**src/design/ntt_pm_pkg.sv**
```systemverilog
// ----------------------------------------------------------------------------
// ntt_pm_pkg: shared definitions for the polynomial multiplier
// Field widths, the prime modulus, command and status codes, the sequencer
// states, the token that moves along the multiplier chain, and a modular add.
// ----------------------------------------------------------------------------
package ntt_pm_pkg;

	localparam int COEF_W = 30;
	localparam int IDX_W  = 11;
	localparam int OP_W   = 2;
	localparam int ST_W   = 2;

	localparam logic [COEF_W-1:0] PRIME = 30'd998244353;

	localparam int DEF_MAX_TERMS      = 1024;
	localparam int DEF_TRANSFORM_SIZE = 2048;

	typedef enum logic [OP_W-1:0] {
		OP_LOAD_A   = 2'd0,
		OP_LOAD_B   = 2'd1,
		OP_MULTIPLY = 2'd2,
		OP_READ     = 2'd3
	} opcode_t;

	typedef enum logic [ST_W-1:0] {
		ST_OK    = 2'd0,
		ST_FULL  = 2'd1,
		ST_RANGE = 2'd2
	} status_t;

	typedef enum logic [1:0] {
		SEQ_IDLE,
		SEQ_RUN,
		SEQ_DRAIN,
		SEQ_FIN
	} seq_state_t;

	// One partial product in flight: multiplicand a, the multiplier bits
	// still to be consumed in b (MSB first), and the running residue.
	typedef struct packed {
		logic              valid;
		logic              last;
		logic [COEF_W-1:0] acc;
		logic [COEF_W-1:0] a;
		logic [COEF_W-1:0] b;
	} tok_t;

	// Sum of two residues, reduced once.
	function automatic logic [COEF_W-1:0] mod_add(input logic [COEF_W-1:0] x,
			input logic [COEF_W-1:0] y);
		logic [COEF_W:0] s;
		s = {1'b0, x} + {1'b0, y};
		if (s >= {1'b0, PRIME}) begin
			s = s - {1'b0, PRIME};
		end
		return s[COEF_W-1:0];
	endfunction

endpackage

```
**src/design/ntt_pm_cell.sv**
```systemverilog
// ----------------------------------------------------------------------------
// ntt_pm_cell: one step of the shift-and-add modular multiplier chain
// Consumes the top multiplier bit: acc = 2*acc + bit*a, both reduced mod p.
// ----------------------------------------------------------------------------
module ntt_pm_cell (
	input  logic             clk,
	input  logic             arst_n,
	input  ntt_pm_pkg::tok_t din,
	output ntt_pm_pkg::tok_t dout
);
	import ntt_pm_pkg::*;

	logic              valid_q;
	logic              last_q;
	logic [COEF_W-1:0] acc_q;
	logic [COEF_W-1:0] a_q;
	logic [COEF_W-1:0] b_q;
	logic [COEF_W-1:0] acc_next;

	// Double, then add the multiplicand when the current bit is set.
	always_comb begin
		acc_next = mod_add(din.acc, din.acc);
		if (din.b[COEF_W-1]) begin
			acc_next = mod_add(acc_next, din.a);
		end
	end

	always_ff @(posedge clk or negedge arst_n) begin
		if (!arst_n) begin
			valid_q <= 1'b0;
		end else begin
			valid_q <= din.valid;
		end
	end

	always_ff @(posedge clk) begin
		last_q <= din.last;
		acc_q  <= acc_next;
		a_q    <= din.a;
		b_q    <= {din.b[COEF_W-2:0], 1'b0};
	end

	assign dout = '{valid: valid_q, last: last_q, acc: acc_q, a: a_q, b: b_q};

endmodule

```
**config.mk**
```make
export PLATFORM = sky130hd
export DESIGN_NAME = ntt_pm_cell
export DESIGN_NICKNAME = d
export VERILOG_FILES = /design/src/design/ntt_pm_pkg.sv /design/src/design/ntt_pm_cell.sv
export SDC_FILE = /design/constraint.sdc
export NUM_CORES = 1
export LEC_CHECK = 0
export ABC_AREA = 1
export BUFFER_PORTS_ARGS = -buffer_cell sky130_fd_sc_hd__buf_2
export CORE_ASPECT_RATIO = 1.75
export CORE_UTILIZATION = 49
export DETAILED_ROUTE_END_ITERATION = 10
export GPL_TIMING_DRIVEN = 0
export PLACE_DENSITY = 0.84
export RECOVER_POWER = 100
export SETUP_SLACK_MARGIN = 0.05
export SLEW_MARGIN = 10
export SYNTH_ARGS = -nofsm -noshare
export SYNTH_HDL_FRONTEND = slang
export SYNTH_SLANG_ARGS = --single-unit
```
**constraint.sdc**
```tcl
create_clock -name clk -period 0.8 [get_ports clk]
set_input_delay 0.16 -clock clk [delete_from_list [all_inputs] [get_ports clk]]
set_output_delay 0.16 -clock clk [all_outputs]
set_load 0.1 [all_outputs]
```
==> summary.txt, run 1 <==
Synthesis
  • Cell with the most instances after synthesis: nand2_1
  • Cell Area, Synth: 6972 sq um
  • Synth cell types: 43
  • Synth Warn #: 0
  • Sequential cell area fraction in the yosys report: 0.2620
  • Synth Area per Inst: 6.015 sq um
  • Synth top cells by count: 448 x nand2_1, 172 x inv_1, 94 x nand3_1
  • Top_reg_cell synth: dfxtp_1
  • Ranking of synthesized cells by area: dfxtp_1 26%, nand2_1 24%, inv_1 9.3%
  • Synthesized flop and latch total: a little over 90
  • Fraction of registers with async set/reset: 0.01099
  • Post-synth top area share: 0.2584
  • Leading area contributor after synthesis: dfxtp_1
  • Post-synth EDFFs: 0
  • Syn Nets: 1287
  • Mapped Cells: 1159

Place
  • Post-DP HPWL: between 20 and 25 mm
  • Buffers added on ports: 184
  • Gpl congestion: between 0.9 and 1
  • Placed Area: 8588 sq um

Run status
  • Exit stage: global routing (5_1_grt)
  • Status: did not finish
  • Error: [ERROR GRT-0116] Global routing finished with congestion. Check the congestion regions in the DRC Viewer.

Clock tree
  • CTS Sinks: 91
  • Max clock buf depth: 2
  • H-Tree Depth: 3
  • CTS Buf Count: 9
  • Clock root cell: clkbuf_16

GRT
  • GRT Overall Usage: 0.6903
  • Vias in the first global route: 12150
  • Global-route wire length before repair: 76.14 mm
  • Pin count of the biggest net entering global routing: 20
  • GRT Residual Overflow: 62

Floorplanning
  • Site Rows: 57
  • Die height: 159.8 um
  • Die Width: slightly above 90 um
  • Initial Util: 0.5013
  • Number of placed I/O pins: 186
per-stage QoR:
step           utilization  setup TNS [ns]  hold slack [ns]  setup WS [ns]  std cells
2_1_floorplan            -          -88.51          -0.1356         -2.963       1159
3_3_place_gp        0.6175         -132.33         -0.06455         -4.279       1520
3_5_place_dp        0.6175         -133.47         -0.06489         -4.312       1520
4_1_cts             0.8996         -108.16          0.08912         -2.961       1671
logic make-up after synthesis:
family,share of synthesized area
compound gates,0.04666
simple gates,0.4625
buf+inv,0.1172
flops,0.2620
other cells,0.0005379
xor+xnor,0.04900
fa+ha+maj,0.06210
layer usage:
metal	GRT overflow	GRT usage
met1	0	0.6909
met2	37	0.9250
met3	0	0.4214
met4	25	0.7166
met5	0	0.1111
timing repair:
item | CTS
endpoints found under the setup margin | 121
gates resized for setup | 609
buffers inserted | 70
endpoints found under the hold margin | 62
hold buffers | 62
pin swaps | 83
cloned | 5
==> run 2, diff against run 1 <==
--- a/config.mk
+++ b/config.mk
@@ -7,13 +7,11 @@
 export LEC_CHECK = 0
 export ABC_AREA = 1
 export BUFFER_PORTS_ARGS = -buffer_cell sky130_fd_sc_hd__buf_2
-export CORE_ASPECT_RATIO = 1.75
-export CORE_UTILIZATION = 49
+export CORE_UTILIZATION = 40
 export DETAILED_ROUTE_END_ITERATION = 10
 export GPL_TIMING_DRIVEN = 0
-export PLACE_DENSITY = 0.84
+export PLACE_DENSITY_LB_ADDON = 0.15
 export RECOVER_POWER = 100
-export SETUP_SLACK_MARGIN = 0.05
 export SLEW_MARGIN = 10
 export SYNTH_ARGS = -nofsm -noshare
 export SYNTH_HDL_FRONTEND = slang
==> constraint.sdc (replaced) <==
create_clock -name clk -period 1 [get_ports clk]
set_input_delay 0.2 -clock clk [delete_from_list [all_inputs] [get_ports clk]]
set_output_delay 0.2 -clock clk [all_outputs]
set_load 0.1 [all_outputs]
==> summary.txt, run 2 <==
Cells and area
  • Commonest non-fill, non-tap cells in the layout: 326 x nand2_1, 144 x inv_1, 111 x nand2_2
  • FILL cells: 1139
  • Final net count: 1646
  • Ant diodes: 0
  • Register Area: 1939 sq um
  • Commonest non-fill, non-tap cell in the layout: nand2_1
  • Area Growth Syn to Fin: 87.20%
  • Footprint of the multi-input gates: 5729 sq um
  • Share of layout cells above drive strength 1: 0.4734
  • Largest regs: a_q: 30 flops, acc_q: 30 flops, b_q: 29 flops

Clock tree
  • CTS tree: built
  • Clock root cell: clkbuf_16
  • CTS clk-pin slew, worst paths: ~0.080 ns
  • CTS Buf Count: 9 (unchanged)
  • Max clock buf depth: 2 (unchanged)
  • H-Tree Depth: 3 (unchanged)
  • CTS Sinks: 91 (unchanged)

Timing
  • Final Critical Period: 3.955 ns
  • Actual slew at the worst max-slew pin: between 0.7 and 0.8 ns
  • Hold Worst Slack: 0.05006 ns
  • Final worst path period share: 3.955
  • RSZ-0062 raised after global routing: yes
  • Slew Limit Fails: 0
  • Total negative slack: -93.91 ns
  • Final setup fails: 121
  • FMAX: 252.9 MHz
  • Fin. Hold Viols: 0
  • Max-slew headroom: 0.5332
  • Post-route setup slack: -2.955 ns

Min path
  • Worst hold path class: in -> reg

Synthesis
  • Mapped Cells: 1159 (unchanged)
  • Synth cell types: 43 (unchanged)
  • Ranking of synthesized cells by area: dfxtp_1 26%, nand2_1 24%, inv_1 9.3%
  • Leading area contributor after synthesis: dfxtp_1
  • Post-synth top area share: 0.2584 (unchanged)
  • Top_reg_cell synth: dfxtp_1
  • Fraction of registers with async set/reset: 0.01099 (unchanged)
  • Synth Area per Inst: 6.015 sq um (unchanged)
  • Sequential cell area fraction in the yosys report: 0.2620 (unchanged)
  • Syn Nets: 1287 (unchanged)
  • Post-synth EDFFs: 0 (unchanged)
  • Cell with the most instances after synthesis: nand2_1
  • Cell Area, Synth: 6972 sq um (unchanged)
  • Synth Warn #: 0 (unchanged)
  • Synth top cells by count: 448 x nand2_1, 172 x inv_1, 94 x nand3_1
  • Synthesized flop and latch total: 91 (unchanged)

Routing
  • Post-Route WL: 29.56 mm
  • Number of DRC markers in iteration 0: 867
  • Pre-antenna DRT Iters: 6
  • Antenna viol nets, final: 0
  • # DRC: 0
  • Via/cell ratio: 5.208
  • WL/cell: around 17 um
  • Routed vias: 9077

Floorplanning
  • Core area: 16820 sq um
  • Site Rows: 47 (-18%)
  • Die Width: 134.0 um (+45%)
  • Die Area: around 18000 sq um
  • Number of placed I/O pins: 186 (unchanged)
  • Die height: 134.0 um (-16%)
  • Initial Util: 0.4145 (-0.08678)

Critical path
  • Crit. End Element: flip-flop
  • Most frequent cell on the critical path: nand2_1
  • CP max stage delay: 0.29 ns
  • CP Class: in -> reg
  • Worst EP arrival: 4.24 ns
  • CP max stage cell: ha_4
  • CP Launch Type: input port
  • Worst-path maximum fanout: 6
  • CP required: 1.29 ns

GRT
  • Vias in the first global route: between 8000 and 9000
  • GRT Residual Overflow: 0
  • Global-route wire length before repair: 43.62 mm
  • Pin count of the biggest net entering global routing: 17
  • Initial antenna violation count: 0
  • GRT Overall Usage: 0.3126

Place
  • Post-Place Setup Slack: -3.879 ns (+0.4325 ns)
  • Post-DP HPWL: 18.46 mm (-7.7%)
  • Buffers added on ports: 184 (unchanged)
  • Gpl congestion: 0.9097 (-5.7%)

Power
  • Power per cell area: 1577 nW/um^2
  • VDD IR max: a little under 0.001 V
  • Overall Power: 20.59 mW
  • Pleak: 6.352 nW

Flow run
  • Max Cap Viol: 0

Run status
  • Status: finished with violations
  • Violated checks: negative setup slack
[run 2: cell counts after synthesis]
Identical to the previous run, type by type.
[run 2: worst paths after layout]
| kind | end | depth (start not counted) | from |
|---|---|---|---|
| setup / recovery | acc_q[17] | 35 | din[76] |
| hold / removal | a_q[8] | 1 | din[38] |
| max in group asynchronous | valid_q | 2 | arst_n |
| min in group asynchronous | valid_q | 2 | arst_n |
[run 2: logic make-up (layout without fill, tap and decap cells)]
kind of cell	after synthesis	count (layout)	synth area share
and+or+nand+nor	740	740	0.4625
adders and majority gates	34	34	0.06210
buffers and inverters	204	568	0.1172
xor gates and xnor gates	39	39	0.04900
DFF	91	91	0.2620
AOI/OAI and AO/OA	50	50	0.04666
other	1	1	0.0005379
[run 2: metrics by stage]
stage	std cells	cell area [sq um]	util
final	1743	13050	0.7760
after global placement	1563	8406	0.4998
after detailed placement	1563	8406	0.4998
after global routing	1743	13050	0.7760
after CTS	1716	12500	0.7432
after floorplan	1159	7209	-
[run 2: repair_timing]
| action | CTS | global route |
|---|---|---|
| buffers inserted | 75 | 23 |
| cloned | 4 | 3 |
| endpoints found under the setup margin | 121 | 121 |
| endpoints found under the hold margin | 61 | 1 |
| pin swaps | 59 | 68 |
| gates resized for setup | 659 | 101 |
| hold buffers | 60 | 1 |
[run 2: layer usage]
metal	vias to the layer above	wire length (um)	GRT usage
met1	4066	11420	0.3756
met2	550	13690	0.5360
met3	153	2642	0.04913
met4	0	1802	0.1642
li1	4308	-	-
met5	-	0	0
[run 2: worst max-delay path: cells and delay by family]
kind                       cells  cell delay [ns]
xor gates and xnor gates       1             0.16
adders and majority gates      1             0.29
and+or+nand+nor               26             2.63
AOI/OAI and AO/OA              1             0.11
buffers and inverters          6             0.80
[run 2: area by class of cell]
cell class              instances  share of cell area
flip-flops and latches         91              0.1486
multi-input cells             864              0.4390
inverters                     187             0.05580
plain buffers                  15             0.01428
well taps                     220             0.02109
repair buffers                350              0.2945
clock inverters                 7            0.009491
clock buffers                   9             0.01726
[run 2: report_power, final]
part           switching [mW]  internal, mW
combinational            7.43          4.63
clock                    1.65          2.47
sequential              0.312          4.08
total                    9.39          11.2
No activity file was read; power rests on OpenSTA's default activity.
==> run 3, diff against run 2 <==
==> constraint.sdc (replaced) <==
create_clock -name clk -period 3.75 [get_ports clk]
set_input_delay 0.75 -clock clk [delete_from_list [all_inputs] [get_ports clk]]
set_output_delay 0.75 -clock clk [all_outputs]
set_load 0.1 [all_outputs]
==> summary.txt, run 3 (same netlist as run 2, synthesis figures left out) <==
Critical path
  • CP max stage cell: fa_2
  • Most frequent cell on the critical path: nand2_2
  • CP startpoint: din[66]
  • CP required: 3.99 ns (+2.70 ns)
  • Worst EP arrival: 4.74 ns (+0.50 ns)
  • Critical path's top delay family: simple AND/OR/NAND/NOR gates
  • CP Class: in -> reg
  • CP max stage delay: 0.44 ns (+0.15 ns)
  • CP Launch Type: input port
  • Worst-path maximum fanout: 6 (unchanged)
  • Crit. End Element: flip-flop
  • Levels on crit path: 33 (-5.7%)
  • Crit path buf inv count: 7 (+1)

Min path
  • Worst hold path class: in -> async

Routing
  • Post-Route WL: 26.00 mm (-12%)
  • Via/cell ratio: 5.036 (-3.3%)
  • WL/cell: 15.42 um (-9.1%)
  • Antenna viol nets, final: 0 (unchanged)
  • Pre-antenna DRT Iters: 6 (unchanged)
  • Routed vias: 8491 (-6.5%)
  • Number of DRC markers in iteration 0: 690 (-20%)
  • # DRC: 0 (unchanged)

Cells and area
  • FILL cells: 1457 (+28%)
  • Commonest non-fill, non-tap cells in the layout: 325 x nand2_1, 170 x buf_2, 147 x inv_1
  • Post-Route Utilization: 0.6546 (-0.1214)
  • Area Growth Syn to Fin: 57.91%
  • Post-Layout Cell Count: 1686 (-3.3%)
  • Share of layout cells above drive strength 1: 0.4577 (-0.01570)
  • Commonest non-fill, non-tap cell in the layout: nand2_1
  • Ant diodes: 0 (unchanged)
  • Footprint of the multi-input gates: 5898 sq um (+2.9%)
  • Final net count: 1589 (-3.5%)
  • Largest regs: a_q: 30 flops, acc_q: 30 flops, b_q: 29 flops
  • Final instance area: 11010 sq um (-16%)
  • Register Area: 1827 sq um (-5.8%)

GRT
  • Global-route wire length before repair: 37.28 mm (-15%)
  • GRT Residual Overflow: 0 (unchanged)
  • Initial antenna violation count: 0 (unchanged)
  • Vias in the first global route: 7643 (-14%)
  • GRT Overall Usage: 0.2696 (-0.04296)
  • Pin count of the biggest net entering global routing: 17 (unchanged)

Floorplanning
  • Die Width: 134.0 um (unchanged)
  • Initial Util: 0.4145 (unchanged)
  • Number of placed I/O pins: 186 (unchanged)
  • Core area: 16820 sq um (unchanged)
  • Die height: 134.0 um (unchanged)
  • Die Area: 17960 sq um (unchanged)
  • Site Rows: 47 (unchanged)

Timing
  • FMAX: 222.3 MHz
  • Fin. Hold Viols: 0 (unchanged)
  • RSZ-0062 raised after global routing: yes
  • Max-slew headroom: 0.4867 (-0.04656)
  • Final setup fails: 30 (-75%)
  • Total negative slack: -20.45 ns (+73.46 ns)
  • Actual slew at the worst max-slew pin: 0.7700 ns (+0.06983 ns)
  • Slew Limit Fails: 0 (unchanged)
  • Final worst path period share: 1.200
  • Hold Worst Slack: 0.1497 ns (+0.09965 ns)
  • Post-route setup slack: -0.7482 ns (+2.207 ns)
  • Final Critical Period: 4.498 ns

Clock tree
  • CTS Buf Count: 9 (unchanged)
  • Cts hold-fix bufs: 0 (-100%)
  • Max clock buf depth: 2 (unchanged)
  • CTS tree: built
  • CTS Sinks: 91 (unchanged)
  • CTS clk-pin slew, worst paths: 0.07 ns (about the same)
  • H-Tree Depth: 3 (unchanged)
  • Clock root cell: clkbuf_16

Power
  • VDD IR max: 0.0002501 V (-75%)
  • Overall Power: 4.735 mW (-77%)
  • Pleak: 5.653 nW (-11%)
  • Power per cell area: 430.1 nW/um^2 (-73%)

Place
  • Gpl congestion: 0.9397 (+3.3%)
  • Post-DP HPWL: 18.32 mm (-0.74%)
  • Placed Area: 8308 sq um (-1.2%)
  • Placed cells: 1563 (unchanged)
  • Buffers added on ports: 184 (unchanged)
  • Post-Place Setup Slack: -1.813 ns (+2.067 ns)

Run status
  • Status: finished with violations
  • Violated checks: negative setup slack

Flow run
  • Max Cap Viol: 0 (unchanged)
## run 3: cell count changes in the layout (fill, tap and decap cells not counted), moves of 7 or more
cell / before / now
dlygate4sd3_1: 61 / 0
dfxtp_1: 0 / 90
clkbuf_1: 33 / 15
buf_12: 99 / 5
buf_2: 54 / 170
nand3_1: 74 / 67
dfxtp_2: 90 / 0
nor2_1: 47 / 39
## run 3: final timing paths
check	slack, ns	endpoint
min in group clk	0.49	b_q[9]
max in group asynchronous	3.52	valid_q
min	0.15	valid_q
max	-0.75	acc_q[11]
## run 3: timing repair
action                     CTS  global route
setup buffers               63            42
setup endpoints to repair   30            30
gates cloned                 5             1
resized for setup          201           205
pin swaps                   83            96
## run 3: power breakdown
part / leakage, nW / switching, mW / total [mW] / internal [mW]
logic: 4.75 / 1.95 / 2.79 / 0.848
registers: 0.771 / 0.0200 / 1.09 / 1.07
clock network: 0.129 / 0.404 / 0.855 / 0.451
## run 3: layer usage
metal / GRT usage / routed length, um / vias to the layer above / share of wire
li1: - / - / 4192 / -
met1: 0.3357 / 10870 / 3807 / 0.42
met2: 0.4479 / 11890 / 410 / 0.46
met3: 0.04271 / 1960 / 82 / 0.075
met4: 0.1411 / 1277 / 0 / 0.049
met5: 0 / 0 / - / 0
## run 3: cell type report
| class | instances | area share |
|---|---|---|
| Tap cell | 220 | 0.02500 |
| Inverter | 187 | 0.06569 |
| Buffer | 16 | 0.01557 |
| Clock inverter | 6 | 0.003864 |
| Timing Repair Buffer | 291 | 0.1674 |
| Clock buffer | 10 | 0.02080 |
| Multi-Input combinational cell | 865 | 0.5357 |
| Sequential cell | 91 | 0.1659 |
==> run 4, diff against run 3 <==
--- a/config.mk
+++ b/config.mk
@@ -6,7 +6,7 @@
 export NUM_CORES = 1
 export LEC_CHECK = 0
 export ABC_AREA = 1
-export BUFFER_PORTS_ARGS = -buffer_cell sky130_fd_sc_hd__buf_2
+export BUFFER_PORTS_ARGS = -buffer_cell sky130_fd_sc_hd__buf_4
 export CORE_UTILIZATION = 40
 export DETAILED_ROUTE_END_ITERATION = 10
 export GPL_TIMING_DRIVEN = 0
==> summary.txt, run 4 (same netlist as run 2, synthesis figures left out) <==
Routing
  • # DRC: 0 (unchanged)
  • Antenna viol nets, final: 0 (unchanged)
  • Pre-antenna DRT Iters: 6 (unchanged)
  • Number of DRC markers in iteration 0: 679 (-1.6%)
  • Post-Route WL: 27.15 mm (+4.4%)
  • Via/cell ratio: 5.138 (+2.0%)
  • Routed vias: 8606 (+1.4%)
  • WL/cell: 16.21 um (+5.1%)

Timing
  • Slew Limit Fails: 0 (unchanged)
  • Final Critical Period: 4.499 ns (+0.0007340 ns)
  • Actual slew at the worst max-slew pin: 1.200 ns (+0.4296 ns)
  • Final setup fails: 30 (unchanged)
  • Hold Worst Slack: 0.1678 ns (+0.01811 ns)
  • Max-slew headroom: 0.2037 (-0.2830)
  • Post-route setup slack: -0.7490 ns (-0.0007340 ns)
  • Final worst path period share: 1.200 (about the same)
  • Fin. Hold Viols: 0 (unchanged)
  • RSZ-0062 raised after global routing: yes
  • FMAX: 222.3 MHz (about the same)

Critical path
  • CP required: 4.05 ns (+0.06 ns)
  • Worst-path maximum fanout: 8 (+2)
  • CP max stage cell: ha_4
  • CP max stage delay: 0.34 ns (-0.10 ns)
  • CP Class: in -> reg
  • Worst EP arrival: 4.80 ns (+0.06 ns)
  • CP Launch Type: input port
  • Crit. End Element: flip-flop
  • Most frequent cell on the critical path: nand2_2

Clock tree
  • Cts hold-fix bufs: 0 (unchanged)
  • CTS clk-pin slew, worst paths: 0.07 ns (about the same)
  • H-Tree Depth: 3 (unchanged)
  • CTS tree: built
  • Max clock buf depth: 2 (unchanged)
  • CTS Buf Count: 9 (unchanged)
  • Clock root cell: clkbuf_16
  • CTS Sinks: 91 (unchanged)

GRT
  • Global-route wire length before repair: 39.69 mm (+6.5%)
  • GRT Overall Usage: 0.2855 (+0.01588)
  • Vias in the first global route: 8090 (+5.8%)
  • Pin count of the biggest net entering global routing: 17 (unchanged)
  • GRT Residual Overflow: 0 (unchanged)
  • Initial antenna violation count: 0 (unchanged)

Cells and area
  • Largest regs: a_q: 30 flops, acc_q: 30 flops, b_q: 29 flops
  • Commonest non-fill, non-tap cell in the layout: nand2_1
  • Area Growth Syn to Fin: 59.14%
  • Commonest non-fill, non-tap cells in the layout: 322 x nand2_1, 140 x inv_1, 121 x clkbuf_1, 121 x buf_4, 110 x nand2_2
  • Share of layout cells above drive strength 1: 0.3918 (-0.06596)
  • Ant diodes: 0 (unchanged)
  • Post-Route Utilization: 0.6596 (+0.005059)
  • FILL cells: 1524 (+4.6%)
  • Final net count: 1578 (-0.69%)
  • Final instance area: 11090 sq um (+0.77%)

Power
  • Comb power frac: 0.584 (-0.006)
  • Power share of the clock group: 0.192 (+0.011)
  • Flop pwr share: 0.224 (-0.005)
  • Sw Ratio: 0.4982 (-0.002506)
  • Psw: 2.423 mW (+2.2%)
  • VDD IR max: 0.0002555 V (+2.2%)
  • Internal: 2.440 mW (+3.2%)
  • Pleak: 5.398 nW (-4.5%)
  • Power per cell area: 438.4 nW/um^2 (+1.9%)

Flow run
  • Max Cap Viol: 0 (unchanged)

Floorplanning
  • Die Area: 17960 sq um (unchanged)
  • Die height: 134.0 um (unchanged)
  • Core area: 16820 sq um (unchanged)
  • Initial Util: 0.4145 (unchanged)
  • Site Rows: 47 (unchanged)
  • Number of placed I/O pins: 186 (unchanged)
  • Die Width: 134.0 um (unchanged)

Place
  • Post-DP HPWL: 18.57 mm (+1.3%)
  • Gpl congestion: 0.9429 (+0.34%)
  • Placed Area: 8768 sq um (+5.5%)
  • Buffers added on ports: 184 (unchanged)

Min path
  • Worst hold path class: in -> async

Run status
  • Violated checks: negative setup slack
  • Status: finished with violations
[run 4: cell types whose count changed in the layout (fill, tap and decap cells not counted), moves of 4 or more]
cell      change
buf_2       -168
nor2_4        +5
buf_4        +21
nor2_1        -5
inv_2         +8
clkbuf_1    +106
buf_8         -4
inv_1         -7
clkbuf_4     +32
[run 4: worst max-delay path: cells and delay by family]
kind / cells / cell delay (ns)
AND/OR/NAND/NOR: 26 / 2.59
AO/OA/AOI/OAI: 1 / 0.12
XOR/XNOR: 1 / 0.16
buffers and inverters: 6 / 0.84
adder cells (fa/ha/maj): 1 / 0.34
[run 4: repair_timing]
action,4_1_cts,5_1_grt
pin swaps,105,64
endpoints found under the setup margin,30,30
setup buffers,70,21
gates cloned,5,0
gates resized for setup,306,124
[run 4: final cells by class]
type,instances,area [sq um],area share
Multi-Input combinational cell,864,5979,0.5390
Buffer,17,201.4,0.01816
Timing Repair Buffer,280,1792,0.1615
Tap cell,220,275.3,0.02481
Clock inverter,6,65.06,0.005864
Clock buffer,10,229.0,0.02064
Sequential cell,91,1827,0.1647
Inverter,187,725.7,0.06541
[run 4: worst max path at each step]
stage	startpoint	to	slack (ns)	cells past startpoint
2_1_floorplan	din[76]	acc_q[13]	-0.60	30
3_3_place_gp	din[60]	acc_q[11]	-1.77	27
3_5_place_dp	din[60]	acc_q[11]	-1.69	29
4_1_cts	din[60]	acc_q[28]	-0.61	29
5_1_grt	din[60]	acc_q[11]	-0.93	35
6_report	din[69]	acc_q[11]	-0.75	35
[run 4: power by group through the flow]
stage / logic, mW / clock network, mW / registers [mW]
floorplan: 0.953 / 0 / 1.83
global placement: 2.17 / 0 / 1.11
detailed placement: 2.18 / 0 / 1.11
CTS: 2.70 / 0.946 / 1.09
global route: 2.99 / 1.00 / 1.10
finish: 2.84 / 0.936 / 1.09
[run 4: metal layers]
| metal | wire [um] | up-vias | share of wire | global-route usage |
|---|---|---|---|---|
| met5 | 0 | - | 0 | 0 |
| met4 | 1142 | 0 | 0.042 | 0.1330 |
| met3 | 1891 | 79 | 0.070 | 0.04157 |
| met2 | 12920 | 417 | 0.48 | 0.4856 |
| met1 | 11190 | 3942 | 0.41 | 0.3546 |
| li1 | - | 4168 | - | - |
[run 4: through the flow]
stage | worst slack, ns | TNS (ns) | power (mW) | cells
2_1_floorplan | -0.6035 | -17.69 | 2.779 | 1159
4_1_cts | -0.6059 | -15.51 | 4.739 | 1654
3_5_place_dp | -1.690 | -48.03 | 3.296 | 1563
5_1_grt | -0.9312 | -25.08 | 5.090 | 1675
6_report | -0.7490 | -19.34 | 4.864 | 1675
3_3_place_gp | -1.767 | -49.76 | 3.282 | 1563
